## src/jdwp_sd_pkg.sv

```systemverilog
// ----------------------------------------------------------------------------
// jdwp_sd_pkg
// Shared types and constants of the JDWP stream deframer.
// ----------------------------------------------------------------------------
`timescale 1ns / 1ps

package jdwp_sd_pkg;

    // result kinds
    localparam logic [2:0] KIND_PENDING = 3'd0;
    localparam logic [2:0] KIND_HS_GOOD = 3'd1;
    localparam logic [2:0] KIND_HS_BAD  = 3'd2;
    localparam logic [2:0] KIND_HEADER  = 3'd3;
    localparam logic [2:0] KIND_PAYLOAD = 3'd4;
    localparam logic [2:0] KIND_BAD_PKT = 3'd5;

    localparam logic [3:0]  HS_LAST    = 4'd13;   // index of last handshake byte
    localparam logic [3:0]  HDR_LAST   = 4'd10;   // index of last header byte
    localparam logic [31:0] HDR_LEN    = 32'd11;
    localparam int          REPLY_BIT  = 7;
    localparam logic [7:0]  DDM_SET    = 8'hc7;
    localparam logic [7:0]  DDM_CMD    = 8'h01;
    localparam int          TDATA_W    = 112;

    typedef struct packed {
        logic [2:0]  kind;
        logic [31:0] packet_length;
        logic [31:0] packet_id;
        logic        is_reply;
        logic        is_error;
        logic [7:0]  cmd_set;
        logic [7:0]  cmd_code;
        logic [15:0] error_code;
        logic        is_ddm;
        logic [7:0]  payload_byte;
        logic        last_of_packet;
    } result_t;

    // "JDWP-Handshake"; indices past the end repeat the last character
    function automatic logic [7:0] hs_char(input logic [3:0] idx);
        logic [7:0] c;
        unique case (idx)
            4'd0:    c = 8'h4a;  // J
            4'd1:    c = 8'h44;  // D
            4'd2:    c = 8'h57;  // W
            4'd3:    c = 8'h50;  // P
            4'd4:    c = 8'h2d;  // -
            4'd5:    c = 8'h48;  // H
            4'd6:    c = 8'h61;  // a
            4'd7:    c = 8'h6e;  // n
            4'd8:    c = 8'h64;  // d
            4'd9:    c = 8'h73;  // s
            4'd10:   c = 8'h68;  // h
            4'd11:   c = 8'h61;  // a
            4'd12:   c = 8'h6b;  // k
            default: c = 8'h65;  // e
        endcase
        return c;
    endfunction

endpackage

```

## src/jdwp_sd_in_stage.sv

```systemverilog
// ----------------------------------------------------------------------------
// jdwp_sd_in_stage
// Input register: holds one received byte until the parser takes it.
// ----------------------------------------------------------------------------
`timescale 1ns / 1ps

module jdwp_sd_in_stage
(
    input  logic       clk,
    input  logic       rst_n,
    input  logic       s_tvalid,
    output logic       s_tready,
    input  logic [7:0] s_tdata,
    input  logic       advance,
    output logic       in_valid,
    output logic [7:0] in_byte
);
    logic       valid_reg;
    logic       valid_next;
    logic [7:0] byte_reg;

    // refill in the same cycle the held byte moves on
    assign s_tready   = !valid_reg || advance;
    assign valid_next = (s_tvalid && s_tready) || (valid_reg && !advance);

    always_ff @(posedge clk or negedge rst_n)
    begin
        if (!rst_n)
        begin
            valid_reg <= 1'b0;
        end
        else
        begin
            valid_reg <= valid_next;
        end
    end

    always_ff @(posedge clk)
    begin
        if (s_tvalid && s_tready)
        begin
            byte_reg <= s_tdata;
        end
    end

    assign in_valid = valid_reg;
    assign in_byte  = byte_reg;

endmodule

```

## src/jdwp_sd_parser.sv

```systemverilog
// ----------------------------------------------------------------------------
// jdwp_sd_parser
// Per-byte state update: handshake match, header collection, payload count.
// ----------------------------------------------------------------------------
`timescale 1ns / 1ps

module jdwp_sd_parser
(
    input  logic                  clk,
    input  logic                  rst_n,
    input  logic                  advance,
    input  logic [7:0]            data_byte,
    output jdwp_sd_pkg::result_t  result
);
    import jdwp_sd_pkg::*;

    typedef enum logic [2:0] {
        PH_HANDSHAKE = 3'd0,
        PH_HEADER    = 3'd1,
        PH_PAYLOAD   = 3'd2,
        PH_HS_FAIL   = 3'd3,
        PH_PKT_FAIL  = 3'd4
    } phase_t;

    phase_t      phase_reg,    phase_next;
    logic [3:0]  count_reg,    count_next;
    logic        mismatch_reg, mismatch_next;
    logic [31:0] length_reg,   length_next;
    logic [31:0] id_reg,       id_next;
    logic [7:0]  flags_reg,    flags_next;
    logic [7:0]  set_reg,      set_next;
    logic [31:0] left_reg,     left_next;
    logic        hs_miss;

    always_comb
    begin
        phase_next    = phase_reg;
        count_next    = count_reg;
        mismatch_next = mismatch_reg;
        length_next   = length_reg;
        id_next       = id_reg;
        flags_next    = flags_reg;
        set_next      = set_reg;
        left_next     = left_reg;
        result        = '0;
        hs_miss       = mismatch_reg || (data_byte != hs_char(count_reg));

        unique case (phase_reg)
            PH_HS_FAIL:
            begin
                result.kind = KIND_HS_BAD;
            end
            PH_PKT_FAIL:
            begin
                result.kind = KIND_BAD_PKT;
            end
            PH_HEADER:
            begin
                if (count_reg < 4'd4)
                begin
                    length_next = {length_reg[23:0], data_byte};
                end
                else if (count_reg < 4'd8)
                begin
                    id_next = {id_reg[23:0], data_byte};
                end
                else if (count_reg == 4'd8)
                begin
                    flags_next = data_byte;
                end
                else if (count_reg == 4'd9)
                begin
                    set_next = data_byte;
                end

                if (count_reg < HDR_LAST)
                begin
                    count_next  = count_reg + 4'd1;
                    result.kind = KIND_PENDING;
                end
                else
                begin
                    count_next = '0;
                    if (length_reg < HDR_LEN)
                    begin
                        phase_next  = PH_PKT_FAIL;
                        result.kind = KIND_BAD_PKT;
                    end
                    else
                    begin
                        result.kind          = KIND_HEADER;
                        result.packet_length = length_reg;
                        result.packet_id     = id_reg;
                        if (flags_reg[REPLY_BIT])
                        begin
                            // error code: byte 9 low, byte 10 high
                            result.is_reply   = 1'b1;
                            result.error_code = {data_byte, set_reg};
                            result.is_error   = |{data_byte, set_reg};
                        end
                        else
                        begin
                            result.cmd_set  = set_reg;
                            result.cmd_code = data_byte;
                            result.is_ddm   = (set_reg == DDM_SET) && (data_byte == DDM_CMD);
                        end
                        if (length_reg == HDR_LEN)
                        begin
                            result.last_of_packet = 1'b1;
                            phase_next            = PH_HEADER;
                        end
                        else
                        begin
                            left_next  = length_reg - HDR_LEN;
                            phase_next = PH_PAYLOAD;
                        end
                        length_next = '0;
                        id_next     = '0;
                    end
                end
            end
            PH_PAYLOAD:
            begin
                result.kind         = KIND_PAYLOAD;
                result.payload_byte = data_byte;
                if (left_reg <= 32'd1)
                begin
                    result.last_of_packet = 1'b1;
                    left_next             = '0;
                    phase_next            = PH_HEADER;
                end
                else
                begin
                    left_next = left_reg - 32'd1;
                end
            end
            default:
            begin
                // handshake phase, also taken by unused phase codes
                mismatch_next = hs_miss;
                if (count_reg < HS_LAST)
                begin
                    count_next  = count_reg + 4'd1;
                    result.kind = KIND_PENDING;
                end
                else
                begin
                    count_next    = '0;
                    mismatch_next = 1'b0;
                    if (hs_miss)
                    begin
                        phase_next  = PH_HS_FAIL;
                        result.kind = KIND_HS_BAD;
                    end
                    else
                    begin
                        phase_next  = PH_HEADER;
                        result.kind = KIND_HS_GOOD;
                    end
                end
            end
        endcase
    end

    always_ff @(posedge clk or negedge rst_n)
    begin
        if (!rst_n)
        begin
            phase_reg    <= PH_HANDSHAKE;
            count_reg    <= '0;
            mismatch_reg <= 1'b0;
            length_reg   <= '0;
            id_reg       <= '0;
            flags_reg    <= '0;
            set_reg      <= '0;
            left_reg     <= '0;
        end
        else if (advance)
        begin
            phase_reg    <= phase_next;
            count_reg    <= count_next;
            mismatch_reg <= mismatch_next;
            length_reg   <= length_next;
            id_reg       <= id_next;
            flags_reg    <= flags_next;
            set_reg      <= set_next;
            left_reg     <= left_next;
        end
    end

endmodule

```

## src/jdwp_sd_out_stage.sv

```systemverilog
// ----------------------------------------------------------------------------
// jdwp_sd_out_stage
// Result register and master-side packing.
// ----------------------------------------------------------------------------
`timescale 1ns / 1ps

module jdwp_sd_out_stage
(
    input  logic                          clk,
    input  logic                          rst_n,
    input  logic                          advance,
    input  jdwp_sd_pkg::result_t          result,
    output logic                          out_ready,
    output logic                          m_tvalid,
    input  logic                          m_tready,
    output logic [jdwp_sd_pkg::TDATA_W-1:0] m_tdata,
    output logic [2:0]                    m_tuser,
    output logic                          m_tlast
);
    import jdwp_sd_pkg::*;

    logic    valid_reg;
    logic    valid_next;
    result_t res_reg;

    assign out_ready  = !valid_reg || m_tready;
    assign valid_next = advance || (valid_reg && !m_tready);

    always_ff @(posedge clk or negedge rst_n)
    begin
        if (!rst_n)
        begin
            valid_reg <= 1'b0;
        end
        else
        begin
            valid_reg <= valid_next;
        end
    end

    always_ff @(posedge clk)
    begin
        if (advance)
        begin
            res_reg <= result;
        end
    end

    assign m_tvalid = valid_reg;
    assign m_tuser  = res_reg.kind;
    assign m_tlast  = res_reg.last_of_packet;
    assign m_tdata  = {5'b0,
                       res_reg.payload_byte,
                       res_reg.is_ddm,
                       res_reg.error_code,
                       res_reg.cmd_code,
                       res_reg.cmd_set,
                       res_reg.is_error,
                       res_reg.is_reply,
                       res_reg.packet_id,
                       res_reg.packet_length};

endmodule

```

## src/jdwp_stream_deframer_top.sv

```systemverilog
// An input byte is held in the input register, then its result in the result register.
// Throughput: one byte per cycle while the master side is not stalled; the phase/count update in jdwp_sd_parser
// sits between the input register and the result register.
// Exactly one result per input byte. Reset (rst_n low, async) empties both
// stages and returns the parser to the start of the handshake.
// ----------------------------------------------------------------------------
// jdwp_stream_deframer_top
// Byte-serial JDWP handshake checker and packet header deframer.
// ----------------------------------------------------------------------------
`timescale 1ns / 1ps

module jdwp_stream_deframer_top
(
    input  logic                            clk,
    input  logic                            rst_n,
    input  logic                            s_tvalid,
    output logic                            s_tready,
    input  logic [7:0]                      s_tdata,   // [7:0] data_byte
    output logic                            m_tvalid,
    input  logic                            m_tready,
    // [31:0] packet_length, [63:32] packet_id, [64] is_reply, [65] is_error,
    // [73:66] cmd_set, [81:74] cmd_code, [97:82] error_code, [98] is_ddm,
    // [106:99] payload_byte, [111:107] zero
    output logic [jdwp_sd_pkg::TDATA_W-1:0] m_tdata,
    output logic [2:0]                      m_tuser,   // [2:0] kind
    output logic                            m_tlast    // last_of_packet
);
    import jdwp_sd_pkg::*;

    logic       in_valid;
    logic [7:0] in_byte;
    logic       out_ready;
    logic       advance;
    result_t    result;

    assign advance = in_valid && out_ready;

    jdwp_sd_in_stage u_in
    (
        .clk      (clk),
        .rst_n    (rst_n),
        .s_tvalid (s_tvalid),
        .s_tready (s_tready),
        .s_tdata  (s_tdata),
        .advance  (advance),
        .in_valid (in_valid),
        .in_byte  (in_byte)
    );

    jdwp_sd_parser u_parser
    (
        .clk       (clk),
        .rst_n     (rst_n),
        .advance   (advance),
        .data_byte (in_byte),
        .result    (result)
    );

    jdwp_sd_out_stage u_out
    (
        .clk       (clk),
        .rst_n     (rst_n),
        .advance   (advance),
        .result    (result),
        .out_ready (out_ready),
        .m_tvalid  (m_tvalid),
        .m_tready  (m_tready),
        .m_tdata   (m_tdata),
        .m_tuser   (m_tuser),
        .m_tlast   (m_tlast)
    );

endmodule

```

## config.mk

```make
export PLATFORM = sky130hd
export DESIGN_NAME = jdwp_stream_deframer_top
export DESIGN_NICKNAME = d
export VERILOG_FILES = /design/src/jdwp_sd_pkg.sv /design/src/jdwp_sd_in_stage.sv /design/src/jdwp_sd_parser.sv /design/src/jdwp_sd_out_stage.sv /design/src/jdwp_stream_deframer_top.sv
export SDC_FILE = /design/constraint.sdc
export NUM_CORES = 1
export LEC_CHECK = 0
export BUFFER_PORTS_ARGS = -buffer_cell sky130_fd_sc_hd__buf_2
export CORE_MARGIN = 2
export CORE_UTILIZATION = 35
export CTS_CLUSTER_DIAMETER = 150
export CTS_CLUSTER_SIZE = 25
export DETAILED_ROUTE_END_ITERATION = 16
export GPL_ROUTABILITY_DRIVEN = 0
export SLEW_MARGIN = 20
export SYNTH_ARGS = -nofsm -noshare
export SYNTH_HDL_FRONTEND = slang
export SYNTH_SLANG_ARGS = --single-unit
```

## constraint.sdc

```tcl
create_clock -name clk -period 5.7 [get_ports clk]
set_clock_uncertainty 0.15 [all_clocks]
set_input_delay 0.285 -clock clk [delete_from_list [all_inputs] [get_ports clk]]
set_output_delay 0.285 -clock clk [all_outputs]
set_load 0.005 [all_outputs]
```

==> flow_summary.yaml, run 1 <==
run_status:
  outcome: "finished, final reports clean"
clocking:
  postCtsResizedCells: 0
  clock_tree.htree_level_count: 1
  clock_insertion_delay_worst_skew_ns: 0.48
  cts.clk_slew.worst_paths_ns: 0.11
  post_cts_buffers: 0
  cts_sinks: 234
  clock_path_buffers: 3
  tritoncts: "yes"
  cts.root.buffer_cell: "sky130_fd_sc_hd__clkbuf_16"
  cts_buffers: 13
grt:
  grt_max_degree: 79
  grt_overflow_total: 0
  number_of_antenna_violations_at_the_first_check_in_global_routing: 0
  grtUsageTotal_pct: 16.5
  first_pass_grt_wire_length_um: 43800
  vias_in_the_first_global_route: 7633
power_and_ir_drop:
  pwr_density_cell_mw_per_mm2: 239
  fin_total_pwr_mw: 2.97
  peak_supply_drop_v: 0.000140
  cellLeakagePower_nw: 5.17
placed_design:
  placement.io_buffers: 124
  post-place-cells: 1476
  place_hpwl_um: 17800
sta:
  hold_ws_ns: 0.298
  relSlewSlack_pct: 30.2
  setup_viol: 0
  worst_slew_pin_slew_ns: 1.05
  finalHoldViolations: 0
  period_minus_ws_final_ns: 3.90
  timing.final.crit_share_pct: 68.3
  unrepaired_setup_endpoints_after_global_routing: "false"
  timing_max_transition_violations_final: 0
  max_freq_mhz: 257
  timing.setup.tns_ns: 0
cells_and_area:
  diodes: 0
  num-fill-cells: 3000
  layout.nets: 1128
  fraction_of_layout_instances_using_a_drive_strength_above_1_pct: 16.6
  finish.utilization_pct: 40.4
  final-instance-count-excl-fill: 1509
  area_growth_pct: 13.2
  multi_input_comb_area_mm2: 0.00419
  seq_area_mm2: 0.00645
  largest_register_ff_count: 107
critical_path:
  cp.required_ns: 5.95
  worst_path_most_repeated_cell: "sky130_fd_sc_hd__buf_4"
  path_cells: "or4_1 > nor4_2 > and4_1 > a21oi_4 > buf_4 > and2_2 > buf_4 > a21oi_1"
  cpPeakStageDelay_ns: 0.61
  arrival_ns: 4.15
  cp-start-kind: "register"
  end_kind: "register"
  timing.setup.critical_path_class: "register to register"
  worst-path-max-fanout: 74
  cpMaxStageDelayCell: "sky130_fd_sc_hd__or4_1"
  critical_path.top_delay_family: "simple AND/OR/NAND/NOR gates"
  critical_path_buf_inv_count: 2
  worst_setup_path_startpoint: "u_parser.length_reg[19]"
  r2r_start: "u_parser.length_reg[19]"
synth:
  ys_types: 69
  synth.cells.most_frequent: "sky130_fd_sc_hd__nand2_1 (153), sky130_fd_sc_hd__edfxtp_1 (119), sky130_fd_sc_hd__dfrtp_1 (115)"
  top_area_cells_in_the_synthesized_netlist: "sky130_fd_sc_hd__edfxtp_1 (33%), sky130_fd_sc_hd__dfrtp_1 (26%), sky130_fd_sc_hd__nand2_1 (5.2%), sky130_fd_sc_hd__and2_1 (4.7%), sky130_fd_sc_hd__a21oi_1 (3.5%)"
  ys_async_sr_fraction_pct: 49.1
  synth_largest_area_cell: "sky130_fd_sc_hd__edfxtp_1"
  yosys_register_bits: 234
  synthCells: 1014
  synth_most_common_cell: "sky130_fd_sc_hd__nand2_1"
  synthesis.yosys.warnings: 0
  yosys.area.top_type_share_pct: 32.6
  post_synth.cell_area_avg_um2: 10.8
  synth_edf_count: 119
  syn_area_mm2: 0.0110
  synth-seq-area-share_pct: 58.9
  synth_top_flop_cell: "sky130_fd_sc_hd__edfxtp_1"
floorplan:
  floorplan.die.height_um: 181
  core_area_mm2: 0.0307
  die_width_um: 181
  cell_row_count: 64
  fp.dieArea_mm2: 0.0327
  ioPinCount: 130
  start_util_pct: 35.7
routing:
  drtIter0Drc: 751
  wl_per_cell_um: 18.1
  route.vias.total: 8041
  ant_nets: 0
  wl_um: 27400
  viasPerCell: 5.33
  pre_repair_dr_iteration_count: 5
  drc_viols: 0
worst_hold_path:
  timing.hold.worst.class: "input pin to async pin"
job:
  cap_violations: 0
## kinds of logic (layout without fill, tap and decap cells)
family          Yosys count  in the layout  share of synthesized area, %
buf+inv                  89            184                          3.38
mux                      15             15                          1.61
xor+xnor                 35             35                          2.80
fa+ha+maj                 9              9                          1.03
simple gates            437            437                          20.8
flops                   234            234                          58.9
other cells               1              5                        0.0342
compound gates          194            194                          11.5
## power breakdown
part           total, mW  internal (mW)  leakage, nW  switching [mW]
sequential          1.86           1.83         2.76          0.0260
combinational      0.121         0.0421         2.24          0.0789
clock              0.986          0.439        0.176           0.548
## routing by layer
layer / share of wire, % / track usage, % / up-vias
met3: 5.8 / 2.28 / 20
met1: 46 / 24.5 / 3997
li1: - / - / 3808
met4: 1.2 / 3.23 / 0
met2: 47 / 25.8 / 216
met5: 0 / 0 / -
## placed cells by master, fill, tap and decap left out, drive strengths merged, types with 5 or more instances in the layout
cell type	count
and2	83
o22ai	10
nand3	21
edfxtp	119
o21ai	34
a211oi	10
nor2	32
nor3	42
nand2b	5
nand4	10
conb	5
a22o	7
xnor2	26
and3	26
xor2	9
dlygate4sd3	12
o2bb2ai	7
o211ai	7
clkbuf	20
or4	8
ha	9
dfrtp	115
buf	136
inv	16
a21oi	76
nand3b	7
or2	6
a21o	6
or3	10
mux2	11
nand2	153
nor4	21
## final cells by class
cell class	instances	area share [%]
well taps	396	4.00
repair buffers	148	6.72
flip-flops and latches	234	52.0
inverters	15	0.474
clock buffers	20	2.84
clock inverters	1	0.131
multi-input cells	695	33.8
## metrics by stage
step	cell area, um2	worst slack (ns)
detailed placement	11900	1.81
CTS	12400	1.78
finish	12400	1.80
global placement	11900	1.93
global route	12400	1.55
floorplan	11000	1.51
## worst paths after layout
check	end	slack [ns]	depth (start not counted)
setup / recovery	u_parser.length_reg[27]	1.80	8
hold / removal	u_parser.length_reg[19]	0.30	2
setup reg to reg	u_parser.length_reg[27]	1.80	8
hold reg to reg	u_parser.left_reg[15]	0.34	1
max in group asynchronous	u_parser.phase_reg[1]	3.84	3
min in group clk	u_parser.left_reg[15]	0.34	1
## repair_timing
item | in CTS | in global routing
hold buffers | 12 | 0
endpoints found under the hold margin | 71 | 0
setup endpoints to repair | 0 | 0
## worst reg2reg max path, delay by kind of cell, from the launching register on
| kind | cells | cell delay [ns] |
|---|---|---|
| DFF | 1 | 0.46 |
| AOI/OAI and AO/OA | 2 | 0.22 |
| buffers and inverters | 2 | 0.67 |
| and+or+nand+nor | 4 | 2.31 |
(Power assumes the default switching activity.)
==> inputs of run 2 (changes only) <==
Settings changed: ABC_AREA from default to 1.
Clock period 5.7 ns to 3.6 ns, I/O delays scaled along.
==> flow_summary.yaml, run 2 <==
grt:
  vias_in_the_first_global_route: 8438
  first_pass_grt_wire_length_um: 45400
  grt_overflow_total: 0
  grt_max_degree: 73
  grtUsageTotal_pct: 16.5
  number_of_antenna_violations_at_the_first_check_in_global_routing: 0
run_status:
  outcome: "finished, final reports clean"
worst_hold_path:
  timing.hold.worst.class: "input pin to async pin"
sta:
  timing.setup.tns_ns: 0
  relSlewSlack_pct: 45.8
  worst_slack_ns: 0.698
  unrepaired_setup_endpoints_after_global_routing: "false"
  max_freq_mhz: 345
  hold_ws_ns: 0.119
  finalHoldViolations: 0
  timing.final.crit_share_pct: 80.6
  timing_max_transition_violations_final: 0
  worst_slew_pin_slew_ns: 0.810
  setup_viol: 0
  period_minus_ws_final_ns: 2.90
synth:
  synth_most_common_cell: "sky130_fd_sc_hd__nand2_1"
  synth_top_flop_cell: "sky130_fd_sc_hd__edfxtp_1"
  yosys.area.top_type_share_pct: 30.9
  yosys_register_bits: 234
  top_area_cells_in_the_synthesized_netlist: "sky130_fd_sc_hd__edfxtp_1 (31%), sky130_fd_sc_hd__dfrtp_1 (25%), sky130_fd_sc_hd__nand2_1 (10%), sky130_fd_sc_hd__nor2_1 (8.5%), sky130_fd_sc_hd__inv_1 (5.0%)"
  synthCells: 1330
  syn_area_mm2: 0.0116
  synth.cells.most_frequent: "sky130_fd_sc_hd__nand2_1 (321), sky130_fd_sc_hd__nor2_1 (261), sky130_fd_sc_hd__inv_1 (155)"
  post_synth.cell_area_avg_um2: 8.71
  synth_largest_area_cell: "sky130_fd_sc_hd__edfxtp_1"
  ys_types: 47
  synth_edf_count: 119
  ys_async_sr_fraction_pct: 49.1
  synthesis.yosys.warnings: 0
  synth-seq-area-share_pct: 55.7
cells_and_area:
  layout.nets: 1465
  final_area_mm2: 0.0131
  layout_commonest_cell: "sky130_fd_sc_hd__nand2_1"
  most-common-layout-cells: "sky130_fd_sc_hd__nand2_1 (319), sky130_fd_sc_hd__nor2_1 (261), sky130_fd_sc_hd__inv_1 (154), sky130_fd_sc_hd__buf_2 (123), sky130_fd_sc_hd__edfxtp_1 (119)"
  area_growth_pct: 13.0
  largest_register_ff_count: 107
  fraction_of_layout_instances_using_a_drive_strength_above_1_pct: 13.8
  diodes: 0
  num-fill-cells: 3319
critical_path:
  arrival_ns: 3.12
  reg2reg_depth: 13
  cp-start-kind: "register"
  timing.setup.critical_path_class: "register to register"
  cp.required_ns: 3.82
  end_kind: "register"
  worst-path-max-fanout: 36
clocking:
  clock_tree.htree_level_count: 1
  cts_sinks: 234
  cts.root.buffer_cell: "sky130_fd_sc_hd__clkbuf_16"
  clock_insertion_delay_worst_skew_ns: 0.49
  cts.clk_slew.worst_paths_ns: 0.10
  clock_path_buffers: 3
  tritoncts: "yes"
  cts_buffers: 13
  postCtsResizedCells: 0
  post_cts_buffers: 0
  post_cts_hold_buffer_count: 12
floorplan:
  die_width_um: 186
  cell_row_count: 66
  start_util_pct: 35.6
  core_area_mm2: 0.0325
  floorplan.die.height_um: 186
  fp.dieArea_mm2: 0.0346
  ioPinCount: 130
power_and_ir_drop:
  fin_total_pwr_mw: 9.52
  pwr_density_cell_mw_per_mm2: 727
  cellLeakagePower_nw: 6.04
  peak_supply_drop_v: 0.000292
routing:
  drc_viols: 0
  drtIter0Drc: 813
  viasPerCell: 4.83
  route.vias.total: 9139
  wl_um: 29000
  ant_nets: 0
  pre_repair_dr_iteration_count: 5
  wl_per_cell_um: 15.3
placed_design:
  placement.setup.worst_slack_ns: 0.739
  place_hpwl_um: 20400
  placement.io_buffers: 124
  placement.cell_area_mm2: 0.0126
job:
  cap_violations: 0
## run 2: cell families (layout without fill, tap and decap cells)
logic type	count (synthesis)	in the layout	synth area share [%]
AND/OR/NAND/NOR	695	695	24.5
other	1	5	0.0324
XOR/XNOR	25	25	1.89
adder cells (fa/ha/maj)	9	9	0.972
multiplexers	1	1	0.0864
buffers and inverters	217	333	7.90
AO/OA/AOI/OAI	148	148	8.96
flip-flops	234	234	55.7
## run 2: final timing paths
kind,from,to,slack (ns)
min in group clk,s_tdata[6],u_in.in_byte[6],0.27
max reg2reg,u_parser.length_reg[0],u_parser.length_reg[1],0.70
min reg2reg,u_parser.set_reg[5],u_parser.set_reg[5],0.35
max in group asynchronous,rst_n,u_parser.set_reg[1],2.35
max,u_parser.length_reg[0],u_parser.length_reg[1],0.70
min,rst_n,u_parser.length_reg[30],0.12
## run 2: power by group
part	total [mW]	leakage [nW]	switching, mW	internal (mW)
Clock	1.56	0.176	0.867	0.694
Combinational	3.65	3.31	2.38	1.27
Sequential	4.31	2.56	0.724	3.59
## run 2: layer usage
metal / wire, um / track usage (%) / vias up
li1: - / - / 4500
met1: 13900 / 24.4 / 4328
met2: 12900 / 25.9 / 280
met3: 1720 / 2.15 / 31
met4: 440 / 3.56 / 0
met5: 0 / 0 / -
## run 2: layout make-up
type | instances | area (um2) | share of cell area [%]
timing repair buffer | 145 | 848 | 6.48
clock buffer | 20 | 352 | 2.69
tap | 442 | 553 | 4.22
sequential | 234 | 6450 | 49.3
clock inverter | 1 | 16.3 | 0.124
inverter | 167 | 632 | 4.83
multi-input combinational | 883 | 4240 | 32.4
## run 2: metrics by stage
step                utilization (%)  instances
finish                         40.2       1892
global route                   40.2       1892
CTS                            40.2       1892
detailed placement             38.7       1859
global placement               38.7       1859
floorplan                         -       1334
## run 2: worst max-delay path, stage by stage (launching register included)
cell                       delay (ns)
sky130_fd_sc_hd__dfrtp_1         0.45
sky130_fd_sc_hd__ha_1            0.25
sky130_fd_sc_hd__o21ai_2         0.09
sky130_fd_sc_hd__inv_2           0.09
sky130_fd_sc_hd__nor2_4          0.04
sky130_fd_sc_hd__nand2_4         0.07
sky130_fd_sc_hd__nor2_4          0.05
sky130_fd_sc_hd__inv_2           0.07
sky130_fd_sc_hd__nand2_4         0.08
sky130_fd_sc_hd__nor2_2          0.09
sky130_fd_sc_hd__buf_4           0.40
sky130_fd_sc_hd__clkinv_2        0.57
sky130_fd_sc_hd__o211ai_1        0.26
sky130_fd_sc_hd__inv_1           0.06
